### config.mk
export PLATFORM = sky130hd
export DESIGN_NAME = binary_min_heap_queue
export DESIGN_NICKNAME = d
export VERILOG_FILES = /design/src/rtl/core/bmhq_pkg.sv /design/src/rtl/core/bmhq_ram.sv /design/src/rtl/core/binary_min_heap_queue.sv
export SDC_FILE = /design/constraint.sdc
export NUM_CORES = 2
export LEC_CHECK = 0
export BUFFER_PORTS_ARGS = -buffer_cell sky130_fd_sc_hd__clkbuf_2
export CAP_MARGIN = 20
export CORE_MARGIN = 2
export CORE_UTILIZATION = 25
export CTS_CLUSTER_DIAMETER = 50
export DETAILED_ROUTE_END_ITERATION = 12
export PLACE_DENSITY = 0.39
export SLEW_MARGIN = 20
export SYNTH_ARGS = -nofsm -noshare
export SYNTH_HDL_FRONTEND = slang
export SYNTH_SLANG_ARGS = --single-unit
### constraint.sdc
create_clock -name clk -period 10.7 [get_ports clk]
set_input_delay 1.605 -clock clk [delete_from_list [all_inputs] [get_ports clk]]
set_output_delay 1.605 -clock clk [all_outputs]
set_load 0.05 [all_outputs]
### src/rtl/core/bmhq_pkg.sv
// Shared types, codes and defaults for the binary min-heap queue.
`default_nettype none
package bmhq_pkg;

    localparam int CAPACITY_DEF = 32;

    localparam int DATA_W  = 32;
    localparam int ENTRY_W = 2 * DATA_W;
    localparam int OCC_W   = 6;
    localparam int STAT_W  = 2;
    localparam int OUT_W   = 72;

    localparam logic OP_INSERT = 1'b0;
    localparam logic OP_DELETE = 1'b1;

    localparam logic [STAT_W-1:0] STAT_OK    = 2'd0;
    localparam logic [STAT_W-1:0] STAT_FULL  = 2'd1;
    localparam logic [STAT_W-1:0] STAT_EMPTY = 2'd2;

    // One heap entry: priority in the upper half, value in the lower half.
    typedef struct packed {
        logic signed [DATA_W-1:0] pri;
        logic signed [DATA_W-1:0] val;
    } entry_t;

    typedef enum logic [2:0] {
        ST_IDLE,
        ST_UP_START,
        ST_UP_CMP,
        ST_DN_LOAD,
        ST_DN_CMP,
        ST_DN_PUT,
        ST_DONE
    } state_t;

endpackage
`default_nettype wire

### src/rtl/core/bmhq_ram.sv
// Generic synchronous RAM with one write port and two registered read ports.
`default_nettype none
module bmhq_ram #(
    parameter int WIDTH = 64,
    parameter int DEPTH = 32
) (
    input  wire logic                     clk,
    input  wire logic                     wr_en,
    input  wire logic [$clog2(DEPTH)-1:0] wr_addr,
    input  wire logic [WIDTH-1:0]         wr_data,
    input  wire logic [$clog2(DEPTH)-1:0] rd_addr_a,
    output logic      [WIDTH-1:0]         rd_data_a,
    input  wire logic [$clog2(DEPTH)-1:0] rd_addr_b,
    output logic      [WIDTH-1:0]         rd_data_b
);

    logic [WIDTH-1:0] mem [DEPTH];

    always_ff @(posedge clk)
    begin
        if (wr_en)
        begin
            mem[wr_addr] <= wr_data;
        end
        rd_data_a <= mem[rd_addr_a];
        rd_data_b <= mem[rd_addr_b];
    end

endmodule
`default_nettype wire

### src/rtl/core/binary_min_heap_queue.sv
// Top level of the binary min-heap priority queue.
// Each transaction on the input side either inserts a value with a signed
// priority or removes the entry of smallest priority, and yields exactly one
// result transaction carrying a status, the removed entry and the occupancy
// after the operation. The heap lives in a RAM with registered reads; insert
// sifts the new entry up and delete-min moves the last entry to the root and
// sifts it down, one heap level per cycle with the compare on the read data
// and the next level's read issued at once. The next input is taken as soon as
// the result is handed to the output register, even while that result still
// waits to be taken. Equal priorities never swap, so ties keep their order
// within the tree.
`default_nettype none
module binary_min_heap_queue #(
    parameter int CAPACITY = bmhq_pkg::CAPACITY_DEF
) (
    input  wire logic                          clk,
    input  wire logic                          rst_n,
    input  wire logic                          s_tvalid,
    output logic                               s_tready,
    // item_value [31:0], item_priority [63:32]
    input  wire logic [bmhq_pkg::ENTRY_W-1:0]  s_tdata,
    // op [0]
    input  wire logic                          s_tuser,
    output logic                               m_tvalid,
    input  wire logic                          m_tready,
    // removed_value [31:0], removed_priority [63:32], occupancy [69:64], zero [71:70]
    output logic      [bmhq_pkg::OUT_W-1:0]    m_tdata,
    // status [1:0]
    output logic      [bmhq_pkg::STAT_W-1:0]   m_tuser
);

    import bmhq_pkg::*;

    localparam int AW    = $clog2(CAPACITY);
    localparam int CNT_W = $clog2(CAPACITY + 1);
    localparam int IW    = CNT_W + 1;

    state_t state_reg, state_next;

    logic [CNT_W-1:0]  count_reg, count_next;
    logic [AW-1:0]     pos_reg, pos_next;
    entry_t            key_reg, key_next;
    logic [STAT_W-1:0] status_reg, status_next;
    logic [DATA_W-1:0] rv_reg, rv_next;
    logic [DATA_W-1:0] rp_reg, rp_next;

    logic              m_tvalid_reg, m_tvalid_next;
    logic [STAT_W-1:0] m_status_reg, m_status_next;
    logic [DATA_W-1:0] m_rv_reg, m_rv_next;
    logic [DATA_W-1:0] m_rp_reg, m_rp_next;
    logic [OCC_W-1:0]  m_occ_reg, m_occ_next;

    logic          ram_we;
    logic [AW-1:0] ram_wr_addr;
    entry_t        ram_wr_data;
    logic [AW-1:0] ram_rd_addr_a, ram_rd_addr_b;
    entry_t        ram_rd_data_a, ram_rd_data_b;

    logic   in_accept;
    logic   heap_full;
    logic   heap_empty;
    logic   out_free;
    entry_t in_entry;

    logic [AW-1:0] pos_m1;
    logic [AW-1:0] up_par;
    logic [AW-1:0] up_par_m1;
    logic [AW-1:0] up_par_par;
    logic          up_less;

    logic [IW-1:0] count_ext;
    logic [IW-1:0] pos_ext;
    logic [IW-1:0] dn_child_l, dn_child_r;
    logic          dn_take_r;
    logic [IW-1:0] dn_idx;
    entry_t        dn_sel;
    logic          dn_move;
    logic [IW-1:0] dn_nxt_l, dn_nxt_r;

    logic [CNT_W+OCC_W-1:0] occ_wide;

    bmhq_ram #(
        .WIDTH (ENTRY_W),
        .DEPTH (CAPACITY)
    ) u_heap_ram (
        .clk       (clk),
        .wr_en     (ram_we),
        .wr_addr   (ram_wr_addr),
        .wr_data   (ram_wr_data),
        .rd_addr_a (ram_rd_addr_a),
        .rd_data_a (ram_rd_data_a),
        .rd_addr_b (ram_rd_addr_b),
        .rd_data_b (ram_rd_data_b)
    );

    assign s_tready   = (state_reg == ST_IDLE);
    assign in_accept  = s_tvalid && s_tready;
    assign heap_full  = (count_reg >= CNT_W'(CAPACITY));
    assign heap_empty = (count_reg == '0);
    assign out_free   = !m_tvalid_reg || m_tready;
    assign in_entry   = s_tdata;

    // Sift-up addressing: parent of the current slot and of that parent.
    assign pos_m1     = pos_reg - 1'b1;
    assign up_par     = pos_m1 >> 1;
    assign up_par_m1  = up_par - 1'b1;
    assign up_par_par = up_par_m1 >> 1;
    assign up_less    = (key_reg.pri < ram_rd_data_a.pri);

    // Sift-down addressing; indices are widened so that 2*pos+2 cannot wrap.
    assign count_ext  = {1'b0, count_reg};
    assign pos_ext    = {{(IW-AW){1'b0}}, pos_reg};
    assign dn_child_l = {pos_ext[IW-2:0], 1'b1};
    assign dn_child_r = dn_child_l + 1'b1;
    assign dn_take_r  = (dn_child_r < count_ext) && (ram_rd_data_b.pri < ram_rd_data_a.pri);
    assign dn_idx     = dn_take_r ? dn_child_r : dn_child_l;
    assign dn_sel     = dn_take_r ? ram_rd_data_b : ram_rd_data_a;
    assign dn_move    = (dn_sel.pri < key_reg.pri);
    assign dn_nxt_l   = {dn_idx[IW-2:0], 1'b1};
    assign dn_nxt_r   = dn_nxt_l + 1'b1;

    assign occ_wide   = {{OCC_W{1'b0}}, count_reg};

    always_comb
    begin
        state_next = state_reg;
        unique case (state_reg)
            ST_IDLE:
            begin
                if (in_accept)
                begin
                    if (s_tuser == OP_INSERT)
                    begin
                        state_next = heap_full ? ST_DONE : ST_UP_START;
                    end
                    else
                    begin
                        state_next = heap_empty ? ST_DONE : ST_DN_LOAD;
                    end
                end
            end
            ST_UP_START:
            begin
                state_next = (pos_reg == '0) ? ST_DONE : ST_UP_CMP;
            end
            ST_UP_CMP:
            begin
                if (up_less)
                begin
                    state_next = (up_par == '0) ? ST_UP_START : ST_UP_CMP;
                end
                else
                begin
                    state_next = ST_DONE;
                end
            end
            ST_DN_LOAD:
            begin
                state_next = (count_reg == CNT_W'(1)) ? ST_DONE : ST_DN_CMP;
            end
            ST_DN_CMP:
            begin
                if (dn_move)
                begin
                    state_next = (dn_nxt_l < count_ext) ? ST_DN_CMP : ST_DN_PUT;
                end
                else
                begin
                    state_next = ST_DONE;
                end
            end
            ST_DN_PUT:
            begin
                state_next = ST_DONE;
            end
            ST_DONE:
            begin
                if (out_free)
                begin
                    state_next = ST_IDLE;
                end
            end
            default:
            begin
                state_next = ST_IDLE;
            end
        endcase
    end

    always_comb
    begin
        ram_we        = 1'b0;
        ram_wr_addr   = pos_reg;
        ram_wr_data   = key_reg;
        ram_rd_addr_a = '0;
        ram_rd_addr_b = '0;
        count_next    = count_reg;
        pos_next      = pos_reg;
        key_next      = key_reg;
        status_next   = status_reg;
        rv_next       = rv_reg;
        rp_next       = rp_reg;
        m_status_next = m_status_reg;
        m_rv_next     = m_rv_reg;
        m_rp_next     = m_rp_reg;
        m_occ_next    = m_occ_reg;
        m_tvalid_next = m_tvalid_reg && !m_tready;

        unique case (state_reg)
            ST_IDLE:
            begin
                if (in_accept)
                begin
                    if (s_tuser == OP_INSERT)
                    begin
                        rv_next = '0;
                        rp_next = '0;
                        if (heap_full)
                        begin
                            status_next = STAT_FULL;
                        end
                        else
                        begin
                            status_next = STAT_OK;
                            key_next    = in_entry;
                            pos_next    = count_reg[AW-1:0];
                            count_next  = count_reg + 1'b1;
                        end
                    end
                    else
                    begin
                        if (heap_empty)
                        begin
                            status_next = STAT_EMPTY;
                            rv_next     = '1;
                            rp_next     = '1;
                        end
                        else
                        begin
                            // Fetch the root and the last entry together.
                            status_next   = STAT_OK;
                            ram_rd_addr_a = '0;
                            ram_rd_addr_b = AW'(count_reg - 1'b1);
                        end
                    end
                end
            end
            ST_UP_START:
            begin
                if (pos_reg == '0)
                begin
                    ram_we = 1'b1;
                end
                else
                begin
                    ram_rd_addr_a = up_par;
                end
            end
            ST_UP_CMP:
            begin
                ram_we = 1'b1;
                if (up_less)
                begin
                    // The parent moves down and the grandparent is fetched.
                    ram_wr_data   = ram_rd_data_a;
                    pos_next      = up_par;
                    ram_rd_addr_a = up_par_par;
                end
            end
            ST_DN_LOAD:
            begin
                rv_next       = ram_rd_data_a.val;
                rp_next       = ram_rd_data_a.pri;
                key_next      = ram_rd_data_b;
                count_next    = count_reg - 1'b1;
                pos_next      = '0;
                ram_rd_addr_a = AW'(1);
                ram_rd_addr_b = AW'(2);
            end
            ST_DN_CMP:
            begin
                ram_we = 1'b1;
                if (dn_move)
                begin
                    // The smaller child moves up and its own children are fetched.
                    ram_wr_data   = dn_sel;
                    pos_next      = dn_idx[AW-1:0];
                    ram_rd_addr_a = dn_nxt_l[AW-1:0];
                    ram_rd_addr_b = dn_nxt_r[AW-1:0];
                end
            end
            ST_DN_PUT:
            begin
                ram_we = 1'b1;
            end
            ST_DONE:
            begin
                if (out_free)
                begin
                    m_tvalid_next = 1'b1;
                    m_status_next = status_reg;
                    m_rv_next     = rv_reg;
                    m_rp_next     = rp_reg;
                    m_occ_next    = occ_wide[OCC_W-1:0];
                end
            end
            default:
            begin
                ram_we = 1'b0;
            end
        endcase
    end

    always_ff @(posedge clk or negedge rst_n)
    begin
        if (!rst_n)
        begin
            state_reg    <= ST_IDLE;
            count_reg    <= '0;
            m_tvalid_reg <= 1'b0;
        end
        else
        begin
            state_reg    <= state_next;
            count_reg    <= count_next;
            m_tvalid_reg <= m_tvalid_next;
        end
    end

    always_ff @(posedge clk)
    begin
        pos_reg      <= pos_next;
        key_reg      <= key_next;
        status_reg   <= status_next;
        rv_reg       <= rv_next;
        rp_reg       <= rp_next;
        m_status_reg <= m_status_next;
        m_rv_reg     <= m_rv_next;
        m_rp_reg     <= m_rp_next;
        m_occ_reg    <= m_occ_next;
    end

    assign m_tvalid = m_tvalid_reg;
    assign m_tuser  = m_status_reg;
    assign m_tdata  = {{(OUT_W-OCC_W-ENTRY_W){1'b0}}, m_occ_reg, m_rp_reg, m_rv_reg};

endmodule
`default_nettype wire

### Yosys cells after proc, flatten, opt, wreduce, memory -nomap -nowiden

Memories as Yosys holds them, arrays and structs flattened. A register that Yosys moved wholly into a read port is not among the register bits.
Index checks and enable logic that the tools add are counted.

* register bits: 217
* bits in writable memories: 2048
* input port bits: 69
* output and inout bits: 76
* memories kept: 1

Memory list
* u_heap_ram.mem: depth 32, width 64, read ports 2, clocked after memory_dff 2, write ports 1, line bmhq_ram.sv:17 `logic [WIDTH-1:0] mem [DEPTH];`

* add/subtract/negate cells: 6
* order comparisons: 6
* equality and inequality tests: 14
* multiplexer cells: 54
* reduce and logical (&&, ||, !) cells: 19

Operator list (number)
* 2-to-1 mux 64 bit: 6
* case mux 64 bit (2 select lines): 2
* case mux 32 bit (2 select lines): 2
* less-than comparator 32 bit: 3
* 2-to-1 mux 32 bit: 3
* 2-to-1 mux 5 bit: 10
* case mux 5 bit (4 select lines): 2
* 2-to-1 mux 6 bit: 4
* 2-to-1 mux 3 bit: 7
* case mux 3 bit (7 select lines): 1
* case mux 5 bit (3 select lines): 1
* less-than comparator 7 x 6 -> 1 bit: 2
* case mux 6 bit (2 select lines): 1
* zero test 5 bit: 2
* 2-to-1 mux 2 bit: 5
* inequality test 2 bit (second input constant): 5
* == test 3 bit (second input constant): 3
* 2-to-1 mux 4 bit: 2
* adder 6 x 1 -> 7 bit (second input constant): 1
* 2-to-1 mux 1 bit: 7
* adder 6 x 1 -> 6 bit (second input constant): 1
* == test 3 x 2 -> 1 bit (second input constant): 2
* == test 6 x 1 -> 1 bit (second input constant): 1
* >= comparator 6 bit (second input constant): 1
* 20 further kinds: 25

### Depth between registers and ports, before layout

* word-level depth: 8
* mapped depth: 32

### By module

From an unflattened synthesis, not the netlist that was laid out.

* cells, all modules: 5707
* area, all modules: 109819.1 sq um

Modules (own cells, without submodules)
* bmhq_ram: instances 1, cells each 4439, area an instance 96685.2 sq um, seq. area each 64061.4 sq um
* binary_min_heap_queue: instances 1, cells each 1268, area an instance 13133.8 sq um, seq. area each 6466.2 sq um

### Least setup slack after synthesis

Ideal clock, no wire load.

* path kind: input port to flip-flop
* start: input port m_tready
* end: register m_occ_reg[0], enable pin
* data arrival time: 6.980 ns
* required time: 10.094 ns
* slack: 3.115 ns
* stages on the path: 2
* cell sequence: nand2b_1 > nor3b_1

* word-level cells in the longest chain between the ends: 2

Ends and longest elaborated chain
* start, declared: line binary_min_heap_queue.sv:25 `input wire logic m_tready,`
* logical OR 1 bit: line binary_min_heap_queue.sv:100 `assign out_free = !m_tvalid_reg || m_tready;`
* AND reduction 2 bit (no source line)
* end signal, assigned: line binary_min_heap_queue.sv:340 `m_occ_reg <= m_occ_next;`
* end, declared: line binary_min_heap_queue.sv:51 `logic [OCC_W-1:0] m_occ_reg, m_occ_next;`

No other way between the ends.
A chain may end at the register's enable or synchronous reset.

### Worst setup path in the final report

* start: register pos_reg[0]
* end: register u_heap_ram.rd_data_a[45], read port of u_heap_ram.mem

* word-level cells in the longest chain between the ends: 7

Ends and longest elaborated chain
* start, declared: line binary_min_heap_queue.sv:41 `logic [AW-1:0] pos_reg, pos_next;`
* start signal, assigned: line binary_min_heap_queue.sv:332 `pos_reg <= pos_next;`
* adder 6 x 1 -> 7 bit: line binary_min_heap_queue.sv:114 `assign dn_child_r = dn_child_l + 1'b1;`
* less-than comparator 7 x 6 -> 1 bit: line binary_min_heap_queue.sv:115 `assign dn_take_r = (dn_child_r < count_ext) && (ram_rd_data_b.pri < ram_rd_data_a.pri);`
* logical AND 1 bit: line binary_min_heap_queue.sv:115
* 2-to-1 mux 64 bit: line binary_min_heap_queue.sv:117 `assign dn_sel = dn_take_r ? ram_rd_data_b : ram_rd_data_a;`
* less-than comparator 32 bit: line binary_min_heap_queue.sv:118 `assign dn_move = (dn_sel.pri < key_reg.pri);`
* 2-to-1 mux 5 bit: line binary_min_heap_queue.sv:283 `if (dn_move)`
* case mux 5 bit (4 select lines) (*): line binary_min_heap_queue.sv:209 `unique case (state_reg)`
* end, declared: line bmhq_ram.sv:12 `output logic [WIDTH-1:0] rd_data_a,`

Mark *: on every way between the ends. The rest lies on a longest branch, timed or not.

==> run_summary.xml <==
<?xml version="1.0" encoding="UTF-8"?>
<metrics>
  <group name="status">
    <metric name="status" unit="">finished, final reports clean</metric>
  </group>
  <group name="die">
    <metric name="die_y" unit="µm">658</metric>
    <metric name="die_x" unit="µm">658</metric>
    <metric name="fp.dieArea" unit="mm²">0.433</metric>
    <metric name="fp-row-count" unit="">240</metric>
    <metric name="initial_core_util" unit="">0.251</metric>
    <metric name="placeableCoreArea" unit="mm²">0.427</metric>
    <metric name="floorplan.io_pins" unit="">145</metric>
  </group>
  <group name="clocking">
    <metric name="cts.repair.resized" unit="">0</metric>
    <metric name="cts-root-to-sink-buffers" unit="">4</metric>
    <metric name="sink_count" unit="">2393</metric>
    <metric name="insertion_delay" unit="ps">950</metric>
    <metric name="post-cts-setup-buffer-count" unit="">0</metric>
    <metric name="tritoncts.num_buffers" unit="">355</metric>
    <metric name="ctsRootBufferMaster" unit="">clkbuf_16</metric>
    <metric name="clkTransAtPathRegs" unit="ps">60</metric>
    <metric name="ctsHtreeMaxLevel" unit="">5</metric>
    <metric name="tritoncts" unit="">yes</metric>
    <metric name="post_cts_hold_buffer_count" unit="">0</metric>
  </group>
  <group name="logic_synthesis">
    <metric name="synth-edff-count" unit="">2255</metric>
    <metric name="synth.ff_latch_count" unit="">2393</metric>
    <metric name="synthesis.instances" unit="">7350</metric>
    <metric name="synth_async_sr_flop_share" unit="">0.00418</metric>
    <metric name="synth-main-ff-cell" unit="">edfxtp_1</metric>
    <metric name="per_instance_average_area_after_synthesis" unit="µm²">14.6</metric>
    <metric name="ys_warnings" unit="">0</metric>
    <metric name="yosysUniqueCellTypes" unit="">93</metric>
    <metric name="ys_seq_area_frac" unit="">0.659</metric>
    <metric name="syn_area" unit="mm²">0.107</metric>
  </group>
  <group name="layout">
    <metric name="drive_above_1_share" unit="">0.191</metric>
    <metric name="area_growth_syn_to_layout" unit="%">19.1</metric>
    <metric name="net_count_of_the_finished_layout" unit="">7715</metric>
    <metric name="largest_reg_flops" unit="">2048</metric>
    <metric name="top_register" unit="">u_heap_ram.mem</metric>
    <metric name="final_layout_fill_cell_count" unit="">42258</metric>
  </group>
  <group name="global_routing">
    <metric name="largest_net_degree_at_the_start_of_global_routing" unit="">136</metric>
    <metric name="grt_util_all_layers" unit="">0.197</metric>
    <metric name="global_route_wire_length_before_repair" unit="mm">600</metric>
    <metric name="globalRouteOverflowTotal" unit="">0</metric>
    <metric name="grt_pass1_vias" unit="">71408</metric>
    <metric name="antenna_violations_before_repair" unit="">38</metric>
  </group>
  <group name="timing">
    <metric name="worst_margin_pin_slew" unit="ps">1200</metric>
    <metric name="setup_slack" unit="ps">766</metric>
    <metric name="fmaxAchievable" unit="MHz">101</metric>
    <metric name="timing.final.crit_share" unit="">0.928</metric>
    <metric name="finalSetupTns" unit="ps">0</metric>
    <metric name="final_period_minus_worst_setup_slack" unit="ps">9930</metric>
    <metric name="setup_violations" unit="">0</metric>
    <metric name="grt_setup_unrepaired" unit="">false</metric>
    <metric name="timing_hold_violations_final" unit="">0</metric>
    <metric name="max_slew_margin" unit="">0.198</metric>
    <metric name="skew" unit="ps">74.4</metric>
    <metric name="slew_viol_final" unit="">0</metric>
  </group>
  <group name="worst_setup_path">
    <metric name="worst_ep_arrival_time" unit="ps">10660</metric>
    <metric name="timing_worst_setup_path_type" unit="">reg2reg</metric>
    <metric name="critical_path_required" unit="ps">11420</metric>
    <metric name="cp-start-kind" unit="">register</metric>
    <metric name="crit_path_max_fanout" unit="">58</metric>
    <metric name="critPathCaptureType" unit="">register</metric>
  </group>
  <group name="route">
    <metric name="detail_route.wl_per_cell" unit="µm">32.6</metric>
    <metric name="routed_wirelength" unit="mm">441</metric>
    <metric name="dr.first_iter.drc_count" unit="">9393</metric>
    <metric name="ant_nets" unit="">0</metric>
    <metric name="first_pass_iters" unit="">8</metric>
    <metric name="vias_per_cell" unit="">5.36</metric>
    <metric name="remaining_drc_errors" unit="">0</metric>
    <metric name="vias" unit="">72567</metric>
  </group>
  <group name="place">
    <metric name="place_hpwl" unit="mm">252</metric>
    <metric name="io_buffers" unit="">142</metric>
    <metric name="gpl.final_weighted_congestion" unit="">0.823</metric>
    <metric name="dpl_worst_slack" unit="ps">727</metric>
  </group>
  <group name="flow_run">
    <metric name="cap_viol_max_count" unit="">0</metric>
  </group>
  <group name="min_path">
    <metric name="worst_hold_path_type" unit="">reg2reg</metric>
  </group>
</metrics>
==> per-layer routing <==
metal  vias up  track usage  wire length [µm]
met5         -            0               106
met2      3750        0.298            193000
li1      29701            -                 -
met3       673       0.0357             35900
met4        18       0.0540             12200
met1     38425        0.288            200000
==> cells in the mapped netlist (all sizes together), types with 18 or more instances <==
cell	instances	area, µm²
o21ai	132	672
nand3	121	606
a21oi	401	2020
nor2	86	333
clkbuf	295	1110
mux4	386	8690
nand3b	49	368
a21o	74	556
and3	132	826
a31oi	98	613
mux2	18	203
nand2	1226	4600
a32o	20	200
a222oi	23	230
dfxtp	128	2560
a22o	50	438
ha	111	1390
xnor2	18	158
mux2i	402	4040
a31o	32	280
inv	108	405
buf	269	1470
nor4	53	353
nand4	32	206
a221oi	176	1550
a22oi	89	673
o2bb2ai	96	841
edfxtp	2255	67700
a211oi	139	1050
o22ai	68	432
o221ai	50	438
nor3	19	106
==> worst max-delay path, stage by stage, from the launching register on <==
cell and delay (ps):
edfxtp_1 700, ha_1 360, nand3_1 150, xnor2_1 170, ha_1 300, a211oi_1 410
nand2b_1 240, nor4_2 360, buf_4 620, o21ai_0 240, ha_1 340, nand3_1 140
nor3_1 670, nand2_1 110, o211ai_1 320, a211oi_2 230, o311ai_1 570, or2_4 640
buf_4 680, buf_4 850, mux2i_1 220, a22o_1 310, nor4_1 930
==> placed cells by master, fill, tap and decap left out, types with 42 or more instances in the layout <==
cell / synthesis / layout
buf_12: 0 / 42
o21ai_1: 50 / 49
a31oi_1: 98 / 98
a21oi_1: 397 / 396
buf_4: 54 / 203
clkinv_2: 0 / 50
mux4_2: 386 / 386
edfxtp_1: 2255 / 2255
inv_1: 108 / 107
a22oi_1: 88 / 88
dfxtp_1: 128 / 128
a221oi_1: 175 / 175
o22ai_1: 67 / 66
nand3_1: 121 / 119
inv_6: 0 / 46
a21o_1: 74 / 73
clkbuf_2: 0 / 142
ha_1: 111 / 111
o221ai_1: 50 / 48
and3_1: 132 / 130
nand3b_1: 49 / 49
a22o_1: 50 / 49
nor4_1: 51 / 46
o21ai_0: 81 / 80
a211oi_1: 138 / 138
o2bb2ai_1: 96 / 96
nor2_4: 1 / 43
nor2_1: 84 / 42
mux2i_1: 401 / 401
nand2_1: 1225 / 1214
clkbuf_16: 0 / 361
==> cells by family (layout without fill, tap and decap cells) <==
| family | count (synthesis) | after routing | share of synthesized area |
|---|---|---|---|
| adders and majority gates | 111 | 111 | 0.0130 |
| DFF | 2393 | 2393 | 0.659 |
| buffers and inverters | 672 | 1160 | 0.0279 |
| AOI/OAI and AO/OA | 1573 | 1573 | 0.104 |
| and+or+nand+nor | 1770 | 1770 | 0.0730 |
| other | 1 | 12 | 0.0000351 |
| muxes | 806 | 806 | 0.121 |
| xor gates and xnor gates | 24 | 24 | 0.00196 |
==> final timing paths <==
check	slack (ps)	cells after the start	start	end
worst max-delay path	770	22	pos_reg[0]	u_heap_ram.rd_data_a[45]
max in group asynchronous	9920	1	rst_n	state_reg[1]
worst max register to register	770	22	pos_reg[0]	u_heap_ram.rd_data_a[45]
worst min register to register	420	0	rp_reg[21]	m_rp_reg[21]
min in group asynchronous	550	1	rst_n	count_reg[0]
worst min-delay path	420	0	rp_reg[21]	m_rp_reg[21]
==> metrics by stage <==
| stage | utilization | area, µm² | hold slack (ps) | std cells |
|---|---|---|---|---|
| 4_1_cts | 0.298 | 127000 | 418 | 13522 |
| 3_5_place_dp | 0.270 | 115000 | 405 | 12861 |
| 2_1_floorplan | - | 107000 | 400 | 7351 |
| 6_report | 0.299 | 127000 | 417 | 13536 |
| 5_1_grt | 0.298 | 127000 | 419 | 13527 |
| 3_3_place_gp | 0.270 | 115000 | 401 | 12855 |
==> final cells by class <==
type / instances / area, µm² / share of cell area
Sequential cell: 2393 / 70500 / 0.554
Multi-Input combinational cell: 4286 / 34100 / 0.267
Inverter: 108 / 408 / 0.00320
Antenna cell: 10 / 25.0 / 0.000196
Clock inverter: 241 / 2660 / 0.0209
Tap cell: 5687 / 7120 / 0.0559
Clock buffer: 420 / 9440 / 0.0741
Timing Repair Buffer: 391 / 3150 / 0.0247
Power is left out: the tool's default activity adds up to more than one toggle a clock period on the data nets, which glitch-free logic cannot reach.
